$ cat config.mk
export PLATFORM = sky130hd
export DESIGN_NAME = timed_priority_task_queue_unit
export DESIGN_NICKNAME = d
export VERILOG_FILES = /design/src/hdl/tptq_pkg.sv /design/src/hdl/tptq_ctrl.sv /design/src/hdl/tptq_dp.sv /design/src/hdl/timed_priority_task_queue_unit.sv
export SDC_FILE = /design/constraint.sdc
export NUM_CORES = 1
export LEC_CHECK = 0
export BUFFER_PORTS_ARGS = -buffer_cell sky130_fd_sc_hd__clkbuf_2
export CAP_MARGIN = 20
export CORE_AREA = 3 3 291 264
export CTS_BUF_LIST = sky130_fd_sc_hd__clkbuf_8
export DETAILED_ROUTE_END_ITERATION = 7
export DIE_AREA = 0 0 294 267
export PLACE_DENSITY = 0.87
export RECOVER_POWER = 100
export SYNTH_ARGS = -nofsm -noshare
export SYNTH_HDL_FRONTEND = slang
export SYNTH_SLANG_ARGS = --single-unit
$ cat constraint.sdc
create_clock -name i_clk -period 7.5 [get_ports i_clk]
set_input_delay 1.5 -clock i_clk [delete_from_list [all_inputs] [get_ports i_clk]]
set_output_delay 1.5 -clock i_clk [all_outputs]
set_load 0.01 [all_outputs]
$ cat src/hdl/tptq_pkg.sv
// Package for the timed priority task queue: widths, defaults, operation codes,
// controller states and the command/status structs between controller and datapath.
// No dependencies.
`timescale 1ns / 1ps

package tptq_pkg;

    // Default sizing of the store
    localparam int DEPTH_DEF     = 16;
    localparam int PRI_W_DEF     = 8;
    localparam int TIME_W_DEF    = 32;

    // Fixed port widths
    localparam int FUNC_W        = 2;
    localparam int ID_W          = 16;
    localparam int PRI_IN_W      = 8;
    localparam int TIME_IN_W     = 32;

    // Most results that one dispatch request may produce
    localparam int RESULT_LIMIT  = 16;

    typedef enum logic [FUNC_W-1:0] {
        F_PUSH       = 2'd0,
        F_CANCEL     = 2'd1,
        F_DISP_READY = 2'd2,
        F_DISP_ALL   = 2'd3
    } t_func;

    typedef enum logic [3:0] {
        S_IDLE,
        S_PUSH,
        S_CAN_SCAN,
        S_CAN_DRAIN,
        S_CAN_DONE,
        S_DSP_SCAN,
        S_DSP_DRAIN,
        S_DSP_DECIDE,
        S_DSP_FLUSH
    } t_state;

    // Controller to datapath
    typedef struct packed {
        logic load;         // latch request fields, clear scan bookkeeping
        logic push_do;      // write lowest free slot, emit push result
        logic scan_issue;   // read slot at scan pointer, advance pointer
        logic cancel_emit;  // emit cancel result
        logic decide;       // act on the best candidate of a finished scan
        logic flush;        // emit the held dispatch as the final result
    } t_cmd;

    // Datapath to controller
    typedef struct packed {
        logic scan_last;    // scan pointer is on the last slot
        logic take;         // candidate gets dispatched
        logic limit_hit;    // this dispatch reaches the result limit
    } t_status;

endpackage

$ cat src/hdl/tptq_ctrl.sv
// Controller state machine for the timed priority task queue.
// Depends on tptq_pkg; drives tptq_dp through t_cmd and reads t_status.
`timescale 1ns / 1ps

module tptq_ctrl (
    input  logic              i_clk,
    input  logic              i_rst_n,
    input  logic              start,
    input  tptq_pkg::t_func   i_func,
    input  tptq_pkg::t_status i_status,
    output tptq_pkg::t_cmd    o_cmd,
    output logic              busy
);
    import tptq_pkg::*;

    t_state r_state;
    t_state n_state;

    // State register
    always_ff @(posedge i_clk) begin
        if (!i_rst_n) begin
            r_state <= S_IDLE;
        end else begin
            r_state <= n_state;
        end
    end

    // Next state and commands
    always_comb begin
        n_state = r_state;
        o_cmd   = '0;
        case (r_state)
            S_IDLE: begin
                if (start) begin
                    o_cmd.load = 1'b1;
                    case (i_func)
                        F_PUSH:   n_state = S_PUSH;
                        F_CANCEL: n_state = S_CAN_SCAN;
                        default:  n_state = S_DSP_SCAN;
                    endcase
                end
            end
            S_PUSH: begin
                o_cmd.push_do = 1'b1;
                n_state       = S_IDLE;
            end
            S_CAN_SCAN: begin
                o_cmd.scan_issue = 1'b1;
                if (i_status.scan_last) begin
                    n_state = S_CAN_DRAIN;
                end
            end
            S_CAN_DRAIN: begin
                n_state = S_CAN_DONE;
            end
            S_CAN_DONE: begin
                o_cmd.cancel_emit = 1'b1;
                n_state           = S_IDLE;
            end
            S_DSP_SCAN: begin
                o_cmd.scan_issue = 1'b1;
                if (i_status.scan_last) begin
                    n_state = S_DSP_DRAIN;
                end
            end
            S_DSP_DRAIN: begin
                n_state = S_DSP_DECIDE;
            end
            S_DSP_DECIDE: begin
                o_cmd.decide = 1'b1;
                if (i_status.take && i_status.limit_hit) begin
                    n_state = S_DSP_FLUSH;
                end else if (i_status.take) begin
                    n_state = S_DSP_SCAN;
                end else begin
                    n_state = S_IDLE;
                end
            end
            S_DSP_FLUSH: begin
                o_cmd.flush = 1'b1;
                n_state     = S_IDLE;
            end
            default: begin
                n_state = S_IDLE;
            end
        endcase
    end

    assign busy = (r_state != S_IDLE);

endmodule

$ cat src/hdl/tptq_dp.sv
// Datapath for the timed priority task queue: slot store, valid bits, scan
// pipeline, best-candidate tracking and the result register. Depends on tptq_pkg.
`timescale 1ns / 1ps

module tptq_dp #(
    parameter int DEPTH          = tptq_pkg::DEPTH_DEF,
    parameter int PRIORITY_WIDTH = tptq_pkg::PRI_W_DEF,
    parameter int TIME_WIDTH     = tptq_pkg::TIME_W_DEF
) (
    input  logic                           i_clk,
    input  logic                           i_rst_n,
    input  tptq_pkg::t_cmd                 i_cmd,
    output tptq_pkg::t_status              o_status,
    input  tptq_pkg::t_func                i_func,
    input  logic [tptq_pkg::ID_W-1:0]      i_task_id,
    input  logic [tptq_pkg::PRI_IN_W-1:0]  i_task_priority,
    input  logic [tptq_pkg::TIME_IN_W-1:0] i_task_start,
    input  logic [tptq_pkg::TIME_IN_W-1:0] i_current_time,
    output logic                           o_valid,
    output logic [tptq_pkg::ID_W-1:0]      o_out_id,
    output logic                           o_dispatched,
    output logic                           o_cancel_found,
    output logic                           o_push_dropped,
    output logic                           o_queue_empty,
    output logic                           o_last
);
    import tptq_pkg::*;

    localparam int IW = (DEPTH > 1) ? $clog2(DEPTH) : 1;
    localparam int CW = $clog2(RESULT_LIMIT + 1);

    // Latched request
    t_func                   r_func;
    logic [ID_W-1:0]         r_id;
    logic [PRIORITY_WIDTH-1:0] r_pri;
    logic [TIME_WIDTH-1:0]   r_start;
    logic [TIME_WIDTH-1:0]   r_now;

    // Slot store
    logic [DEPTH-1:0]          r_valid;
    logic [DEPTH-1:0]          n_valid;
    logic [ID_W-1:0]           r_mem_id    [DEPTH];
    logic [PRIORITY_WIDTH-1:0] r_mem_pri   [DEPTH];
    logic [TIME_WIDTH-1:0]     r_mem_start [DEPTH];

    // Scan pipeline
    logic [IW-1:0]             r_scan;
    logic                      r_rd_live;
    logic [IW-1:0]             r_rd_idx;
    logic [ID_W-1:0]           r_rd_id;
    logic [PRIORITY_WIDTH-1:0] r_rd_pri;
    logic [TIME_WIDTH-1:0]     r_rd_start;

    // Best candidate of the current scan
    logic                      r_cand_hit;
    logic [IW-1:0]             r_cand_idx;
    logic [ID_W-1:0]           r_cand_id;
    logic [PRIORITY_WIDTH-1:0] r_cand_pri;
    logic [TIME_WIDTH-1:0]     r_cand_start;

    // Request bookkeeping
    logic                      r_found;
    logic [CW-1:0]             r_count;
    logic                      r_pend;
    logic [ID_W-1:0]           r_pend_id;

    // Result register
    logic                      r_o_valid;
    logic [ID_W-1:0]           r_o_id;
    logic                      r_o_disp;
    logic                      r_o_found;
    logic                      r_o_dropped;
    logic                      r_o_empty;
    logic                      r_o_last;
    logic                      n_o_valid;
    logic [ID_W-1:0]           n_o_id;
    logic                      n_o_disp;
    logic                      n_o_found;
    logic                      n_o_dropped;
    logic                      n_o_empty;
    logic                      n_o_last;

    logic [IW-1:0] free_idx;
    logic          has_free;
    logic          rd_vbit;
    logic          better;
    logic          cand_upd;
    logic          cancel_hit;
    logic          due;
    logic          take;

    // Lowest free slot
    always_comb begin
        free_idx = '0;
        for (int i = DEPTH - 1; i >= 0; i--) begin
            if (!r_valid[i]) begin
                free_idx = IW'(i);
            end
        end
    end
    assign has_free = ~&r_valid;

    // Compare stage of the scan
    assign rd_vbit    = r_valid[r_rd_idx];
    assign better     = !r_cand_hit || (r_rd_pri > r_cand_pri) ||
                        ((r_rd_pri == r_cand_pri) && (r_rd_start < r_cand_start));
    assign cand_upd   = r_rd_live && rd_vbit && (r_func != F_CANCEL) && better;
    assign cancel_hit = r_rd_live && rd_vbit && (r_func == F_CANCEL) && (r_rd_id == r_id);

    // Dispatch decision on the finished scan; start equal to now is due
    assign due  = (r_func == F_DISP_ALL) || !(r_cand_start > r_now);
    assign take = r_cand_hit && due && (r_count < CW'(RESULT_LIMIT));

    assign o_status.scan_last = (r_scan == IW'(DEPTH - 1));
    assign o_status.take      = take;
    assign o_status.limit_hit = take && (r_count == CW'(RESULT_LIMIT - 1));

    // Valid bit updates
    always_comb begin
        n_valid = r_valid;
        if (i_cmd.push_do && has_free) begin
            n_valid[free_idx] = 1'b1;
        end
        if (cancel_hit) begin
            n_valid[r_rd_idx] = 1'b0;
        end
        if (i_cmd.decide && take) begin
            n_valid[r_cand_idx] = 1'b0;
        end
    end

    // Result selection; a dispatch is held one selection so that last is known
    always_comb begin
        n_o_valid   = 1'b0;
        n_o_id      = '0;
        n_o_disp    = 1'b0;
        n_o_found   = 1'b0;
        n_o_dropped = 1'b0;
        n_o_empty   = ~|r_valid;
        n_o_last    = 1'b1;
        if (i_cmd.push_do) begin
            n_o_valid   = 1'b1;
            n_o_dropped = ~has_free;
            n_o_empty   = 1'b0;   // pushed, or full
        end else if (i_cmd.cancel_emit) begin
            n_o_valid = 1'b1;
            n_o_found = r_found;
        end else if (i_cmd.decide) begin
            if (take) begin
                // next selection still valid, so the store is not empty
                n_o_valid = r_pend;
                n_o_id    = r_pend_id;
                n_o_disp  = 1'b1;
                n_o_empty = 1'b0;
                n_o_last  = 1'b0;
            end else begin
                n_o_valid = 1'b1;
                n_o_id    = r_pend ? r_pend_id : '0;
                n_o_disp  = r_pend;
            end
        end else if (i_cmd.flush) begin
            n_o_valid = 1'b1;
            n_o_id    = r_pend_id;
            n_o_disp  = 1'b1;
        end
    end

    // Control registers
    always_ff @(posedge i_clk) begin
        if (!i_rst_n) begin
            r_valid    <= '0;
            r_scan     <= '0;
            r_rd_live  <= 1'b0;
            r_cand_hit <= 1'b0;
            r_found    <= 1'b0;
            r_count    <= '0;
            r_pend     <= 1'b0;
            r_o_valid  <= 1'b0;
        end else begin
            r_valid   <= n_valid;
            r_rd_live <= i_cmd.scan_issue;
            r_o_valid <= n_o_valid;
            if (i_cmd.load) begin
                r_scan <= '0;
            end else if (i_cmd.scan_issue) begin
                r_scan <= o_status.scan_last ? '0 : r_scan + 1'b1;
            end
            if (i_cmd.load || i_cmd.decide) begin
                r_cand_hit <= 1'b0;
            end else if (cand_upd) begin
                r_cand_hit <= 1'b1;
            end
            if (i_cmd.load) begin
                r_found <= 1'b0;
            end else if (cancel_hit) begin
                r_found <= 1'b1;
            end
            if (i_cmd.load) begin
                r_count <= '0;
                r_pend  <= 1'b0;
            end else if (i_cmd.decide && take) begin
                r_count <= r_count + 1'b1;
                r_pend  <= 1'b1;
            end
        end
    end

    // Payload registers
    always_ff @(posedge i_clk) begin
        if (i_cmd.load) begin
            r_func  <= i_func;
            r_id    <= i_task_id;
            r_pri   <= PRIORITY_WIDTH'(i_task_priority);
            r_start <= TIME_WIDTH'(i_task_start);
            r_now   <= TIME_WIDTH'(i_current_time);
        end
        r_rd_idx <= r_scan;
        if (cand_upd) begin
            r_cand_idx   <= r_rd_idx;
            r_cand_id    <= r_rd_id;
            r_cand_pri   <= r_rd_pri;
            r_cand_start <= r_rd_start;
        end
        if (i_cmd.decide && take) begin
            r_pend_id <= r_cand_id;
        end
        r_o_id      <= n_o_id;
        r_o_disp    <= n_o_disp;
        r_o_found   <= n_o_found;
        r_o_dropped <= n_o_dropped;
        r_o_empty   <= n_o_empty;
        r_o_last    <= n_o_last;
    end

    // Slot memory: one write port, one registered read port
    always_ff @(posedge i_clk) begin
        if (i_cmd.push_do && has_free) begin
            r_mem_id[free_idx]    <= r_id;
            r_mem_pri[free_idx]   <= r_pri;
            r_mem_start[free_idx] <= r_start;
        end
        r_rd_id    <= r_mem_id[r_scan];
        r_rd_pri   <= r_mem_pri[r_scan];
        r_rd_start <= r_mem_start[r_scan];
    end

    assign o_valid        = r_o_valid;
    assign o_out_id       = r_o_id;
    assign o_dispatched   = r_o_disp;
    assign o_cancel_found = r_o_found;
    assign o_push_dropped = r_o_dropped;
    assign o_queue_empty  = r_o_empty;
    assign o_last         = r_o_last;

    // A dispatched candidate is a live slot
    a_take_valid: assert property (@(posedge i_clk) disable iff (!i_rst_n)
        (i_cmd.decide && take) |-> r_valid[r_cand_idx])
        else $error("dispatch of a slot that is not valid");

    // A successful push marks its slot valid
    a_push_fill: assert property (@(posedge i_clk) disable iff (!i_rst_n)
        (i_cmd.push_do && has_free) |=> r_valid[$past(free_idx)])
        else $error("pushed slot not marked valid");

    // Dispatch results carry no push or cancel flag
    a_disp_flags: assert property (@(posedge i_clk) disable iff (!i_rst_n)
        (r_o_valid && r_o_disp) |-> (!r_o_found && !r_o_dropped))
        else $error("dispatch result with foreign flag");

    // Never more dispatches than the result limit
    a_count_cap: assert property (@(posedge i_clk) disable iff (!i_rst_n)
        r_count <= CW'(RESULT_LIMIT))
        else $error("dispatch count over limit");

endmodule

$ cat src/hdl/timed_priority_task_queue_unit.sv
// Push: result goes through the S_PUSH state and the result register. Cancel: a scan
// of every slot. Dispatch: each selection is a scan of the slot memory through its
// single read port, and one selection is made per dispatched task.
// One request at a time; busy is high from acceptance until the last result is set up.
// Synchronous active-low reset empties the store at once; the receiver cannot stall.
`timescale 1ns / 1ps

module timed_priority_task_queue_unit #(
    parameter int DEPTH          = tptq_pkg::DEPTH_DEF,
    parameter int PRIORITY_WIDTH = tptq_pkg::PRI_W_DEF,
    parameter int TIME_WIDTH     = tptq_pkg::TIME_W_DEF
) (
    input  logic                           i_clk,
    input  logic                           i_rst_n,
    input  logic                           start,
    output logic                           busy,
    input  logic [tptq_pkg::FUNC_W-1:0]    i_func,
    input  logic [tptq_pkg::ID_W-1:0]      i_task_id,
    input  logic [tptq_pkg::PRI_IN_W-1:0]  i_task_priority,
    input  logic [tptq_pkg::TIME_IN_W-1:0] i_task_start,
    input  logic [tptq_pkg::TIME_IN_W-1:0] i_current_time,
    output logic                           o_valid,
    output logic [tptq_pkg::ID_W-1:0]      o_out_id,
    output logic                           o_dispatched,
    output logic                           o_cancel_found,
    output logic                           o_push_dropped,
    output logic                           o_queue_empty,
    output logic                           o_last
);
    import tptq_pkg::*;

    t_cmd    cmd;
    t_status status;
    t_func   func;

    assign func = t_func'(i_func);

    // Controller
    tptq_ctrl u_ctrl (
        .i_clk    (i_clk),
        .i_rst_n  (i_rst_n),
        .start    (start),
        .i_func   (func),
        .i_status (status),
        .o_cmd    (cmd),
        .busy     (busy)
    );

    // Datapath
    tptq_dp #(
        .DEPTH          (DEPTH),
        .PRIORITY_WIDTH (PRIORITY_WIDTH),
        .TIME_WIDTH     (TIME_WIDTH)
    ) u_dp (
        .i_clk           (i_clk),
        .i_rst_n         (i_rst_n),
        .i_cmd           (cmd),
        .o_status        (status),
        .i_func          (func),
        .i_task_id       (i_task_id),
        .i_task_priority (i_task_priority),
        .i_task_start    (i_task_start),
        .i_current_time  (i_current_time),
        .o_valid         (o_valid),
        .o_out_id        (o_out_id),
        .o_dispatched    (o_dispatched),
        .o_cancel_found  (o_cancel_found),
        .o_push_dropped  (o_push_dropped),
        .o_queue_empty   (o_queue_empty),
        .o_last          (o_last)
    );

endmodule

==> impl.org <==
** Routing
- For this block, the via count after detailed routing is 22,000.
- Antenna Violating Nets Remaining :: 0
- For this block, the routed nets add up to 96.3 mm of wire.
- For this run, the detailed router's first-pass iteration total came to 7.
- After detailed routing, the average wire length per cell comes to about 28 um.
- DRC viols :: 0
- Dividing the detail-routed via count by the number of cells gives 6.41.
- For this block, the initial DRC count from the detailed router was between 2,000 and 3,000.

** Layout
- The library cells used most frequently in the layout, excluding fill and tap cells, are sky130_fd_sc_hd__edfxtp_1 (1,062), sky130_fd_sc_hd__mux4_2 (285), sky130_fd_sc_hd__clkbuf_8 (191).
- The final layout contains 2,472 nets.
- Leaving out fill and tap cells, the most frequent cell in the layout is sky130_fd_sc_hd__edfxtp_1.
- Share of final-layout standard cells stronger than drive strength 1 :: around a quarter
- Compared with the post-synthesis result, the final layout area differs by 11.3%.

** Timing
- Part of the cycle the worst path needs :: 76.1%
- Worst Clk Skew :: 50.5 ps
- Total count of hold-check failures in the final report :: 0
- Based on the critical path, the design can be clocked at up to 0.175 GHz.
- Remaining max-slew budget at the tightest pin :: -175%
- For the pin with the worst max-slew slack, the measured transition is 4130 ps.
- Post-layout minimum cycle time :: 5710 ps
- Setup violations remaining at the end of the flow were counted as 0.
- The worst path meets setup with 1790 ps of slack.
- Max Slew Vio Count :: 550
- Final-layout setup total negative slack :: 0 ps
- On the final layout, the worst hold slack is 419 ps.
- Unrepaired setup endpoints after global routing :: false

** Logic synthesis
- Number of standard cells after synthesis :: slightly above 2,000
- Avg Cell Area, Syn :: roughly 22 um2
- Of all flip-flops after synthesis, the portion carrying an async set or reset was 0%.
- Yosys mapped a number of flops with a built-in enable equal to approximately 1,100.
- In this run, synthesis produced a sequential element count of between 1,000 and 1,500.
- Most used flip-flop cell after synthesis :: sky130_fd_sc_hd__edfxtp_1
- Yosys mapped the design onto 64 distinct sky130hd cell types.
- When the netlist entered floorplanning its net count stood at 2,221.
- In this run the cell area of the synthesized design comes to about 0.044 mm2.
- Sequential cell area fraction in the yosys report :: between 70% and 80%
- Ys Warns :: 0

** Place
- HPWL after DPL :: 53.6 mm
- At the placement stage, the worst setup path has a slack of 3480 ps.
- Routability-driven placement finished with a final weighted congestion of 0.914.
- Total of buffers placed on input and output ports :: 115

** CTS
- Clock root buffer master :: sky130_fd_sc_hd__clkbuf_8
- Longest Clk Path Bufs :: 3
- CTS tree :: built
- CTS saw 1,177 sinks.
- Counting the buffers created by CTS gives 171.
- Worst-Skew Late Latency :: 840 ps
- Post-CTS timing repair inserted 0 buffers for setup.
- Worst-path clk slew :: 60 ps
- For this design, the CTS-stage hold fixing added 0 buffers.
- CTS built an H-tree with a depth of 4.
- Once the clock tree was built, the resizer swapped 0 gates to a different size.

** Critical path
- STA classifies the critical path startpoint as a flop.
- Crit end category :: flop
- Crit path DAT :: 6130 ps
- Maximum fanout along the worst path :: 34
- Cells along the critical path :: nor2b_1 -> o221ai_1 -> a221o_2 -> a21boi_0 -> nand2_1 -> nor2_1 -> buf_4
- The worst setup path is of the flop to flop kind.
- At the worst endpoint, the required time is 7930 ps.
- Maximum cell stage delay along the critical path :: 2180 ps
- Crit path max-delay cell type :: sky130_fd_sc_hd__nor2_1

** Outcome
- Status :: finished with violations
- Violated checks :: capacitance limit, slew limit

** Global route
- Global routing used roughly a quarter of the available tracks across all layers.
- Antenna violations before repair :: 3
- Wire length of the first global-routing pass :: 144 mm
- Pin count of the biggest net entering global routing :: 114
- For this run the aggregate overflow at the end of global routing stands at 0.
- The via count of the first global-routing pass is 22,900.

** Floorplanning
- In this run the count of I/O pins placed on the die edge is 116.
- The floorplan step defined a die boundary enclosing 0.0785 mm2.
- Chip width :: 294 um
- Placeable Area :: 0.0743 mm2
- In this run the vertical extent of the chip is 267 um.
- Starting Density :: around 60%
- The initialized floorplan defines 95 standard-cell rows.

** Pwr
- Power comes to 15,200 uW.
- In this run the static leakage power is approximately 0.016 uW.
- IR analysis of the VDD net gives a maximum drop of 209 uV.
- Areal power density over the cells :: 308 mW/mm2

** Job
- Max-cap violations in this run came to 17.

** Worst hold path
- In this run the worst hold path is classified as flop to flop.
## logic make-up (layout without fill, tap and decap cells)
| family | count (synthesis) | in the layout | synth area share, % |
|---|---|---|---|
| DFF | 1177 | 1177 | 77.1 |
| muxes | 288 | 288 | 14.5 |
| and+or+nand+nor | 196 | 196 | 2.34 |
| buffers and inverters | 163 | 563 | 1.51 |
| AOI/OAI and AO/OA | 137 | 137 | 2.04 |
| adders and majority gates | 74 | 74 | 2.09 |
| xor gates and xnor gates | 19 | 19 | 0.375 |
| other | 0 | 2 | 0 |
## final cells by class
type / count / area (um2)
Sequential cell: 1177 / 34200
Clock buffer: 191 / 2630
Inverter: 87 / 328
Multi-Input combinational cell: 714 / 9520
Clock inverter: 131 / 682
Fill cell: 4393 / 24900
Antenna cell: 2 / 5.00
Timing Repair Buffer: 154 / 793
Tap cell: 970 / 1210
## critical path: cells and delay by family, from the launching register on
kind            cells  cell delay (ps)
simple gates        3             2760
compound gates      3             1240
buf+inv             1              850
flops               1              420
## state kept, by name, summed over array words and instances, names as in the netlist, 16 cells and up
name,flops
u_dp.r_id,16
u_dp.r_cand_start,32
u_dp.r_rd_id,16
u_dp.r_mem_start,512
u_dp.r_now,32
u_dp.r_mem_pri,128
u_dp.o_out_id,16
u_dp.r_pend_id,16
u_dp.r_mem_id,256
u_dp.r_rd_start,32
u_dp.r_cand_id,16
u_dp.r_start,32
u_dp.r_valid,16
## layer usage
| layer | wire length (um) | track usage, % | vias up |
|---|---|---|---|
| met3 | 10800 | 6.21 | 237 |
| met5 | 0 | 0 | - |
| met2 | 47100 | 39.6 | 1467 |
| met4 | 3080 | 10.1 | 0 |
| li1 | - | - | 9019 |
| met1 | 35400 | 34.6 | 11300 |
## final timing paths
check / from / end / slack [ps] / cells past startpoint
hold reg to reg: u_dp.r_cand_id[5] / u_dp.r_pend_id[5] / 420 / 0
setup reg to reg: u_dp.r_valid[14] / u_dp.r_mem_start[7][23] / 1790 / 7
hold / removal: u_dp.r_cand_id[5] / u_dp.r_pend_id[5] / 420 / 0
setup / recovery: u_dp.r_valid[14] / u_dp.r_mem_start[7][23] / 1790 / 7
## Yosys cell counts (3+ instances only)
cell	n	area share [%]
sky130_fd_sc_hd__inv_1	86	0.73
sky130_fd_sc_hd__nand3_1	16	0.18
sky130_fd_sc_hd__o21ai_0	24	0.27
sky130_fd_sc_hd__nor2_1	43	0.36
sky130_fd_sc_hd__and2_1	20	0.28
sky130_fd_sc_hd__o221ai_1	8	0.16
sky130_fd_sc_hd__or3_1	3	0.042
sky130_fd_sc_hd__nor3_1	15	0.17
sky130_fd_sc_hd__buf_2	9	0.10
sky130_fd_sc_hd__a21oi_1	40	0.45
sky130_fd_sc_hd__buf_1	21	0.18
sky130_fd_sc_hd__nand2_1	31	0.26
sky130_fd_sc_hd__a22o_1	3	0.059
sky130_fd_sc_hd__nor4_1	9	0.13
sky130_fd_sc_hd__nand2b_1	8	0.11
sky130_fd_sc_hd__buf_6	3	0.076
sky130_fd_sc_hd__o211ai_1	4	0.068
sky130_fd_sc_hd__a21o_1	15	0.25
sky130_fd_sc_hd__ha_1	74	2.1
sky130_fd_sc_hd__and3_1	8	0.11
sky130_fd_sc_hd__clkbuf_1	41	0.35
sky130_fd_sc_hd__xor2_1	17	0.34
sky130_fd_sc_hd__a31oi_1	14	0.20
sky130_fd_sc_hd__nor2b_1	12	0.17
sky130_fd_sc_hd__a211oi_1	5	0.085
sky130_fd_sc_hd__mux4_2	285	14
sky130_fd_sc_hd__edfxtp_1	1062	72
sky130_fd_sc_hd__nand4_1	19	0.27
sky130_fd_sc_hd__dfxtp_1	115	5.2
## stage by stage
stage,utilization (%),instance area [um2],cells
floorplan,-,44400,2054
global placement,62.2,46200,3101
detailed placement,62.2,46200,3101
CTS,66.7,49500,3423
global route,66.4,49400,3426
finish,66.4,49400,3426
## report_power, final
group	switching, uW	total [uW]	internal [uW]
clock	2420	4860	2440
sequential	579	8590	8010
combinational	911	1770	855
Note: power is estimated with default switching activity, not from simulation.
